**config.mk**
```make
export PLATFORM = sky130hd
export DESIGN_NAME = dhf_ctrl
export DESIGN_NICKNAME = d
export VERILOG_FILES = /design/src/design/dhf_pkg.sv /design/src/design/dhf_ctrl.sv
export SDC_FILE = /design/constraint.sdc
export NUM_CORES = 1
export LEC_CHECK = 0
export BUFFER_PORTS_ARGS = -buffer_cell sky130_fd_sc_hd__buf_4
export CORE_MARGIN = 2
export CORE_UTILIZATION = 55
export DETAILED_ROUTE_END_ITERATION = 16
export PLACE_DENSITY_LB_ADDON = 0.05
export SLEW_MARGIN = 20
export SYNTH_ARGS = -nofsm -noshare
export SYNTH_HDL_FRONTEND = slang
export SYNTH_SLANG_ARGS = --single-unit
export TNS_END_PERCENT = 50
```
**constraint.sdc**
```tcl
create_clock -name clk_i -period 2.76 [get_ports clk_i]
set_clock_uncertainty 0.15 [all_clocks]
set_input_delay 0.276 -clock clk_i [delete_from_list [all_inputs] [get_ports clk_i]]
set_output_delay 0.276 -clock clk_i [all_outputs]
set_load 0.02 [all_outputs]
```
**src/design/dhf_pkg.sv**
```systemverilog
// shared types and constants for the depth hole filler
package dhf_pkg;

  localparam int unsigned CFG_DATA_W = 16;
  localparam int unsigned CFG_IDX_W  = 2;
  localparam int unsigned DIM_W      = 9;
  localparam int unsigned SLOT_W     = 5;
  localparam int unsigned DIV_STEPS  = 16;
  localparam int unsigned DIV_CNT_W  = 4;

  localparam logic CMD_LOAD = 1'b0;
  localparam logic CMD_READ = 1'b1;

  typedef enum logic [CFG_IDX_W-1:0] {
    CFG_WIDTH  = 2'd0,
    CFG_HEIGHT = 2'd1,
    CFG_THRESH = 2'd2
  } cfg_idx_e;

  // corner order of one window: bottom-right, top-right, bottom-left, top-left
  typedef enum logic [1:0] {
    CORNER_BR = 2'd0,
    CORNER_TR = 2'd1,
    CORNER_BL = 2'd2,
    CORNER_TL = 2'd3
  } corner_e;

  typedef struct packed {
    logic        cmd;
    logic [15:0] pixel_value;
    logic [7:0]  read_row;
    logic [7:0]  read_col;
  } in_t;

  typedef struct packed {
    logic [15:0] filled_depth;
    logic        was_filled;
    logic        not_ready;
  } out_t;

  typedef struct packed {
    logic              ld_issue;
    logic              ld_write;
    logic              rd_start;
    logic              iss_v;
    logic [SLOT_W-1:0] iss_slot;
    logic              div_init;
    logic              div_step;
    logic              fin;
    logic              fin_nr;
  } ctrl_t;

  typedef struct packed {
    logic frame_done;
    logic found;
  } stat_t;

endpackage

```
**src/design/dhf_ctrl.sv**
```systemverilog
// sequencer for loads, window fetches and the divider
module dhf_ctrl #(
  parameter int unsigned LARGEST_RADIUS = 8
) (
  input  logic           clk_i,
  input  logic           rst_ni,
  input  logic           start,
  input  logic           cmd_i,
  input  dhf_pkg::stat_t stat_i,
  output dhf_pkg::ctrl_t ctrl_o,
  output logic           busy,
  output logic           done_o
);

  localparam int unsigned NR     = $clog2(LARGEST_RADIUS);
  localparam int unsigned NSLOTS = 1 + 4 * NR;

  typedef enum logic [7:0] {
    S_IDLE   = 8'b0000_0001,
    S_LD_WR  = 8'b0000_0010,
    S_RD_ISS = 8'b0000_0100,
    S_RD_DRN = 8'b0000_1000,
    S_RD_CHK = 8'b0001_0000,
    S_DIV    = 8'b0010_0000,
    S_FIN    = 8'b0100_0000,
    S_NR     = 8'b1000_0000
  } state_e;

  state_e                         state_q, state_d;
  logic [dhf_pkg::SLOT_W-1:0]     slot_q, slot_d;
  logic [dhf_pkg::DIV_CNT_W-1:0]  cnt_q, cnt_d;
  logic                           done_q, done_d;

  always_comb begin
    state_d = state_q;
    slot_d  = slot_q;
    cnt_d   = cnt_q;
    done_d  = 1'b0;
    ctrl_o  = '0;
    ctrl_o.iss_slot = slot_q;
    case (state_q)
      S_IDLE: begin
        slot_d = '0;
        if (start) begin
          if (cmd_i == dhf_pkg::CMD_LOAD) begin
            ctrl_o.ld_issue = 1'b1;
            state_d         = S_LD_WR;
          end else begin
            ctrl_o.rd_start = 1'b1;
            state_d         = stat_i.frame_done ? S_RD_ISS : S_NR;
          end
        end
      end
      S_LD_WR: begin
        ctrl_o.ld_write = 1'b1;
        state_d         = S_IDLE;
      end
      S_RD_ISS: begin
        ctrl_o.iss_v = 1'b1;
        if (slot_q == dhf_pkg::SLOT_W'(NSLOTS - 1)) begin
          state_d = S_RD_DRN;
        end else begin
          slot_d = slot_q + dhf_pkg::SLOT_W'(1);
        end
      end
      S_RD_DRN: begin
        state_d = S_RD_CHK;
      end
      S_RD_CHK: begin
        if (stat_i.found) begin
          ctrl_o.div_init = 1'b1;
          cnt_d           = '0;
          state_d         = S_DIV;
        end else begin
          ctrl_o.fin = 1'b1;
          done_d     = 1'b1;
          state_d    = S_IDLE;
        end
      end
      S_DIV: begin
        ctrl_o.div_step = 1'b1;
        cnt_d           = cnt_q + dhf_pkg::DIV_CNT_W'(1);
        if (cnt_q == dhf_pkg::DIV_CNT_W'(dhf_pkg::DIV_STEPS - 1)) begin
          state_d = S_FIN;
        end
      end
      S_FIN: begin
        ctrl_o.fin = 1'b1;
        done_d     = 1'b1;
        state_d    = S_IDLE;
      end
      S_NR: begin
        ctrl_o.fin_nr = 1'b1;
        done_d        = 1'b1;
        state_d       = S_IDLE;
      end
      default: begin
        state_d = S_IDLE;
      end
    endcase
  end

  always_ff @(posedge clk_i or negedge rst_ni) begin
    if (!rst_ni) begin
      state_q <= S_IDLE;
      slot_q  <= '0;
      cnt_q   <= '0;
      done_q  <= 1'b0;
    end else begin
      state_q <= state_d;
      slot_q  <= slot_d;
      cnt_q   <= cnt_d;
      done_q  <= done_d;
    end
  end

  assign busy   = (state_q != S_IDLE);
  assign done_o = done_q;

endmodule

```
## After elaboration in Yosys (flattened, before gate mapping)

Cells that the tools add are included.

| operators by class | value |
|---|---|
| mux-type cells | 26 |
| add/subtract/negate cells | 2 |
| reductions and logical operators | 6 |
| equality and inequality tests | 16 |

Operators with widths:

| kind | count |
|---|---|
| $mux W8 | 5 |
| $pmux W8 S5 | 1 |
| $mux W1 | 13 |
| $ne A2 B2 Y1 const B | 5 |
| $pmux W5 S2 | 1 |
| $eq A8 B1 Y1 const B | 1 |
| $eq A8 B2 Y1 const B | 1 |
| $eq A8 B3 Y1 const B | 1 |
| $eq A8 B4 Y1 const B | 1 |
| $eq A8 B5 Y1 const B | 1 |
| $eq A8 B6 Y1 const B | 1 |
| $eq A8 B7 Y1 const B | 1 |
| $eq A8 B8 Y1 const B | 1 |
| $ne A8 B1 Y1 const B | 1 |
| $pmux W4 S2 | 1 |
| $mux W6 | 1 |
| $add A5 B1 Y5 const B | 1 |
| $eq A5 B4 Y1 const B | 1 |
| $mux W5 | 1 |
| $add A4 B1 Y4 const B | 1 |
| $eq A4 B4 Y1 const B | 1 |
| $mux W4 | 1 |
| $pmux W1 S2 | 2 |
| $reduce_and A2 Y1 | 2 |
| 3 further kinds | 4 |

| word-level totals | value |
|---|---|
| input port bits | 6 |
| register bits | 18 |
| logic and storage cells | 54 |

## Logic depth before layout (Yosys ltp)

Gate-level depths: netlist of the first run.

| logic depth | value |
|---|---|
| word-level depth | 4 |
| depth in mapped cells | 7 |
| gate-level depth less buffers | 6 |

## Least setup slack after synthesis of the first run

Ideal clock, no wire load.

| timing | value |
|---|---|
| path type | register to output |
| from | register state_q[5] |
| to | output port ctrl_o[11] in the netlist's numbering |
| path buffers | 1 |
| slack | 0.772 ns |
| required time | 2.334 ns |
| arrival | 1.562 ns |
| stages on the path, launching flop included | 5 |
| path through | dfrtp_1 > clkbuf_1 > nor2_1 > nand2_1 > nor4b_1 |

RTL lines:

| what | RTL line | text |
|---|---|---|
| start, declared | dhf_ctrl.sv:29 | `state_e state_q, state_d;` |
| start signal, assigned | dhf_ctrl.sv:110 | `state_q <= state_d;` |
| end, declared | dhf_ctrl.sv:10 | `output dhf_pkg::ctrl_t ctrl_o,` |

==> flow_metrics.py, run 1 <==
metrics = {
    "grt": {
        "met2_usage_pct": 32.2,
        "antenna_found_initial": 0,
        "grt_pass1_wl_um": 3080,
        "grt_busiest_layer": "met2",
        "overflow": 0,
        "grt_max_degree": 19,
        "grtUsageMet1_pct": 27.6,
        "grt_use_total_pct": 20.7,
        "grt_pass1_vias": 721,
        "gr-usage-met3_pct": 2.35,
    },
    "layout": {
        "nFillCells": 135,
        "drive_gt1_share_pct": 26.6,
        "seq_area_um2": 452,
        "area_growth_pct": 22.0,
        "final_common_cell": "buf_4",
        "n_antenna_cell": 0,
        "multiInputGateArea_um2": 479,
        "mostFrequentLayoutCells": "21 x buf_4, 17 x dfrtp_1, 11 x nor2_1",
        "nets": 134,
        "final_area_um2": 1210,
    },
    "synthesis": {
        "seq_area_frac_synth_pct": 45.6,
        "synth_area_leaders": "dfrtp_1 43%, nor2_1 4.2%, ha_1 3.8%",
        "syn_area_um2": 991,
        "synthCells": 101,
        "async_flop_share_pct": 100,
        "synth-edff-count": 0,
        "syn-num-nets": 110,
        "synth_flop_cell": "dfrtp_1",
        "synth.distinct_cells": 40,
        "netlist.top_cell.by_area": "dfrtp_1",
        "ys_warn_count": 0,
        "synth_seq_cells": 18,
        "netlist.area_leader.share_pct": 42.9,
        "postSynthAreaPerCell_um2": 9.81,
    },
    "sta": {
        "tightest_slew_ns": 0.408,
        "min_period_over_period_pct": 86.3,
        "setup_ws_ns": 0.379,
        "slew-limit-headroom_pct": 72.4,
        "setup_viol": 0,
        "rsz0062_at_grt": "no",
        "fmax_ghz": 0.420,
        "drv_slew": 0,
        "post-route-min-period_ns": 2.38,
        "setup_tns_ns": 0,
        "hold_viol": 0,
    },
    "place": {
        "dp_slack_ns": 0.707,
        "gp_congestion": 0.798,
        "place_hpwl_um": 1410,
        "place_area_um2": 1140,
        "portBuffers": 20,
    },
    "clock_tree": {
        "cts_max_path_buffers": 2,
        "clock_latency_ns": 0.30,
        "h-tree-depth": 1,
        "cts_buffers": 3,
        "clkSlewWorstSetupHoldPaths_ns": 0.10,
        "clock-sinks": 18,
        "cts_resized": 0,
        "cts_root_buf": "clkbuf_4",
        "cts_tree": "yes",
    },
    "critical_path": {
        "cp_data_required_time_ns": 2.33,
        "cp_max_fo": 12,
        "startpoint_type": "flop",
        "worstPathArrival_ns": 1.96,
        "critical_path_class": "flop to primary output",
        "worst_setup_path_end_kind": "primary output",
    },
    "routing": {
        "viasPerCell": 5.54,
        "firstDrtPassIters": 4,
        "drt_drc_violations_left": 0,
        "ant_nets": 0,
        "wl_per_cell_um": 12.7,
        "drt_iter0_drc": 9,
        "vias": 825,
        "routed_wl_um": 1900,
    },
    "power": {
        "peakVddDrop_mv": 0.358,
        "power_density_nw_per_um2": 518,
        "p_leak_uw": 0.000570,
    },
    "run_status": {
        "status": "finished clean",
    },
    "floorplan": {
        "initial_core_util_pct": 58.0,
        "num_rows": 15,
        "coreArea_um2": 1710,
        "die_area_um2": 2160,
        "die_w_um": 46.4,
        "ios": 21,
        "die_y_um": 46.4,
    },
    "hold_path": {
        "hp-class": "primary input to flop",
    },
    "run": {
        "cap_violations": 0,
    },
}
critical path, cell delays in order, from the launching register on:
cell	delay, ns
dfrtp_1	0.54
nor4_1	0.35
and4b_1	0.37
and3_1	0.24
buf_4	0.16
worst paths after layout:
check                      startpoint    endpoint  slack [ns]  cells after the start
setup / recovery           state_q[5]  ctrl_o[10]        0.38                      4
hold / removal                  start  state_q[1]        0.10                      3
setup reg to reg           state_q[5]   slot_q[3]        0.86                      4
hold reg to reg              cnt_q[0]    cnt_q[0]        0.41                      1
max in group asynchronous      rst_ni  state_q[0]        1.97                      2
min in group asynchronous      rst_ni  state_q[5]        0.23                      2
cell usage after synthesis (all sizes together), types with 2 or more instances:
| library cell | n |
|---|---|
| inv | 6 |
| nand2 | 2 |
| and2 | 3 |
| nor2 | 11 |
| a21o | 2 |
| ha | 3 |
| nand4 | 5 |
| o21ai | 4 |
| nor4b | 3 |
| nor3 | 5 |
| dfrtp | 17 |
| and3 | 4 |
| nor4 | 2 |
| buf | 4 |
| nand3 | 7 |
| a21oi | 6 |
cells by family (layout without fill, tap and decap cells):
family | after synthesis | after routing | share of synthesized area, %
AO/OA/AOI/OAI | 18 | 18 | 11.4
flip-flops | 18 | 18 | 45.6
AND/OR/NAND/NOR | 48 | 48 | 30.4
buffers and inverters | 11 | 34 | 6.06
XOR/XNOR | 2 | 2 | 1.77
adder cells (fa/ha/maj) | 3 | 3 | 3.79
multiplexers | 1 | 1 | 1.01
power by group:
| group | total (uW) | internal (uW) | switching (uW) |
|---|---|---|---|
| combinational | 165 | 70.3 | 94.5 |
| sequential | 299 | 281 | 17.6 |
| clock | 162 | 80.5 | 81.8 |
| total | 626 | 432 | 194 |
per-layer routing:
metal | vias up | wire length (um)
met5 | - | 0
met4 | 0 | 44
met3 | 5 | 65
met2 | 13 | 899
met1 | 393 | 887
li1 | 414 | -
state kept, by name, indices dropped and copies added (netlist names):
register,flops
state_q,8
slot_q,5
cnt_q,4
done_o,1
through the flow:
| step | instances | total power [uW] | hold slack, ns | util, % |
|---|---|---|---|---|
| after CTS | 149 | 630 | 0.0954 | 70.8 |
| after floorplan | 101 | 420 | -0.170 | - |
| after global routing | 149 | 660 | 0.124 | 70.8 |
| after global placement | 142 | 464 | 0.00558 | 66.9 |
| final | 149 | 626 | 0.103 | 70.8 |
| after detailed placement | 142 | 466 | 0.00593 | 66.9 |
timing repair:
action	in CTS	in global routing
setup buffers	0	0
endpoints found under the hold margin	20	0
endpoints found under the setup margin	0	0
hold buffers	3	0
area by class of cell:
type	count	share of cell area (%)
well taps	25	2.59
inverters	6	1.86
flip-flops and latches	18	37.4
clock buffers	4	3.00
repair buffers	24	15.5
multi-input cells	72	39.6
Power figures use the tool's default switching activity.
==> inputs of run 2 (changes only) <==
--- a/config.mk
+++ b/config.mk
@@ -7,9 +7,11 @@
 export LEC_CHECK = 0
 export BUFFER_PORTS_ARGS = -buffer_cell sky130_fd_sc_hd__buf_4
 export CORE_MARGIN = 2
-export CORE_UTILIZATION = 55
+export CORE_UTILIZATION = 52
 export DETAILED_ROUTE_END_ITERATION = 16
+export GPL_TIMING_DRIVEN = 0
 export PLACE_DENSITY_LB_ADDON = 0.05
+export RECOVER_POWER = 25
 export SLEW_MARGIN = 20
 export SYNTH_ARGS = -nofsm -noshare
 export SYNTH_HDL_FRONTEND = slang
==> constraint.sdc (replaced) <==
create_clock -name clk_i -period 2.72 [get_ports clk_i]
set_clock_uncertainty 0.15 [all_clocks]
set_input_delay 0.272 -clock clk_i [delete_from_list [all_inputs] [get_ports clk_i]]
set_output_delay 0.272 -clock clk_i [all_outputs]
set_load 0.02 [all_outputs]
==> run 2 against run 1 <==
Effect of this change: clock-buffer cell count stayed put; register-to-register slack hardly changed; critical path depth is 1 higher; via count is 2.3% higher; first-iteration DRC count is 120% higher; worst setup slack worse by 0.0090 ns; cell count is 2.7% higher; sequential power hardly changed; wire length is 2.7% higher.
==> flow_metrics.py, run 2 (synthesis gave the netlist of run 1 again) <==
metrics = {
    "routing": {
        "drt_iter0_drc": 20,
        "viasPerCell": 5.52,
        "vias": 844,
        "wl_per_cell_um": 12.7,
        "routed_wl_um": 1950,
        "ant_nets": 0,
        "firstDrtPassIters": 4,
        "drt_drc_violations_left": 0,
    },
    "critical_path": {
        "worstPathArrival_ns": 1.93,
        "rr_startpoint": "state_q[6]",
        "critical_path.slowest_cell": "dfrtp_1",
        "cp_common_cell": "buf_4",
        "crit_path_cell_trace": "nor4_2, buf_4, nand4_1, inv_1, buf_4",
        "critical_path_class": "flop to primary output",
        "crit_start": "state_q[6]",
        "path_delay_family": "simple AND/OR/NAND/NOR gates",
        "cp_data_required_time_ns": 2.30,
        "crit_buf_inv": 3,
        "max_stage_delay_ns": 0.45,
        "cp_max_fo": 10,
        "worst_setup_path_end_kind": "primary output",
        "startpoint_type": "flop",
    },
    "sta": {
        "fmax_ghz": 0.425,
        "setup_tns_ns": 0,
        "tightest_slew_ns": 0.930,
        "hold_viol": 0,
        "post-route-min-period_ns": 2.35,
        "rsz0062_at_grt": "no",
        "drv_slew": 0,
        "setup_viol": 0,
        "min_period_over_period_pct": 86.4,
        "setup_ws_ns": 0.370,
        "holdWs_ns": 0.130,
        "slew-limit-headroom_pct": 38.0,
    },
    "layout": {
        "regMostFlops": "state_q",
        "area_growth_pct": 24.6,
        "drive_gt1_share_pct": 27.3,
        "nets": 138,
        "n_antenna_cell": 0,
        "top_regs": "state_q x8, slot_q x5, cnt_q x4",
        "mostFrequentLayoutCells": "22 x buf_4, 17 x dfrtp_1, 11 x nor2_1",
        "final_common_cell": "buf_4",
        "largest_reg_flops": 8,
        "final_util_pct": 70.0,
    },
    "place": {
        "place_hpwl_um": 1450,
        "dp_slack_ns": 0.694,
        "gp_congestion": 0.751,
        "portBuffers": 20,
    },
    "power": {
        "peakVddDrop_mv": 0.339,
        "power_density_nw_per_um2": 524,
        "p_leak_uw": 0.000584,
    },
    "floorplan": {
        "coreArea_um2": 1760,
        "die_area_um2": 2270,
        "initial_core_util_pct": 56.2,
        "die_y_um": 47.7,
        "ios": 21,
        "num_rows": 15,
        "die_w_um": 47.7,
    },
    "hold_path": {
        "hp-class": "primary input to flop",
        "min-delay-start": "stat_i[0]",
    },
    "run": {
        "cap_violations": 0,
    },
    "grt": {
        "grt_pass1_wl_um": 3220,
        "grt_max_degree": 19,
        "antenna_found_initial": 0,
        "grt_use_total_pct": 20.3,
        "overflow": 0,
        "grt_pass1_vias": 746,
    },
    "clock_tree": {
        "cts_buffers": 3,
        "clock_latency_ns": 0.28,
        "cts_root_buf": "clkbuf_4",
        "clkSlewWorstSetupHoldPaths_ns": 0.10,
        "clock-sinks": 18,
        "cts_tree": "yes",
        "cts_max_path_buffers": 2,
        "h-tree-depth": 1,
    },
    "run_status": {
        "status": "finished clean",
    },
}
run 2: changes by cell type in the layout (fill, tap and decap cells not counted), sizes merged:
cell	change
clkbuf	+2
buf	+2
run 2: per-stage QoR:
step	instances	cell area, um^2	power [uW]
after floorplan	101	991	426
after global placement	146	1170	483
after detailed placement	146	1170	487
after CTS	153	1240	653
after global routing	153	1230	687
final	153	1230	647
run 2: per-layer routing:
| layer | track usage (%) | wire [um] |
|---|---|---|
| met5 | 0 | 0 |
| met3 | 2.26 | 74 |
| met2 | 32.4 | 935 |
| met4 | 10.3 | 22 |
| met1 | 27.4 | 914 |
run 2: path summary, 6_finish.rpt:
check | endpoint | slack (ns) | cells past startpoint
max in group asynchronous | state_q[1] | 1.38 | 2
min in group asynchronous | cnt_q[0] | 0.48 | 2
hold reg to reg | cnt_q[0] | 0.39 | 1
setup reg to reg | cnt_q[1] | 0.86 | 5
setup / recovery | ctrl_o[2] | 0.37 | 5
hold / removal | state_q[0] | 0.13 | 3
run 2: repair_timing:
| item | CTS | global route |
|---|---|---|
| buffers inserted | 0 | 0 |
| hold buffers | 3 | 0 |
| endpoints found under the hold margin | 20 | 0 |
| resized for setup | 0 | 0 |
run 2: power by group:
group	internal, uW	switching, uW
sequential	285	16.7
combinational	80.2	101
clock	81.4	81.9
total	447	200
run 2: layout make-up:
class                      count  area (um^2)
buffer                         5         37.5
clock buffer                   4         36.3
fill                         160          529
inverter                       6         22.5
multi-input combinational     72          479
sequential                    18          452
tap                           25         31.3
timing repair buffer          23          176
run 2: worst register-to-register path: stages (launching register included):
cell and delay [ns]:
dfrtp_1 0.45, nor4_2 0.38, buf_4 0.23, nand4_1 0.24, o22ai_1 0.25, nor2_1 0.06
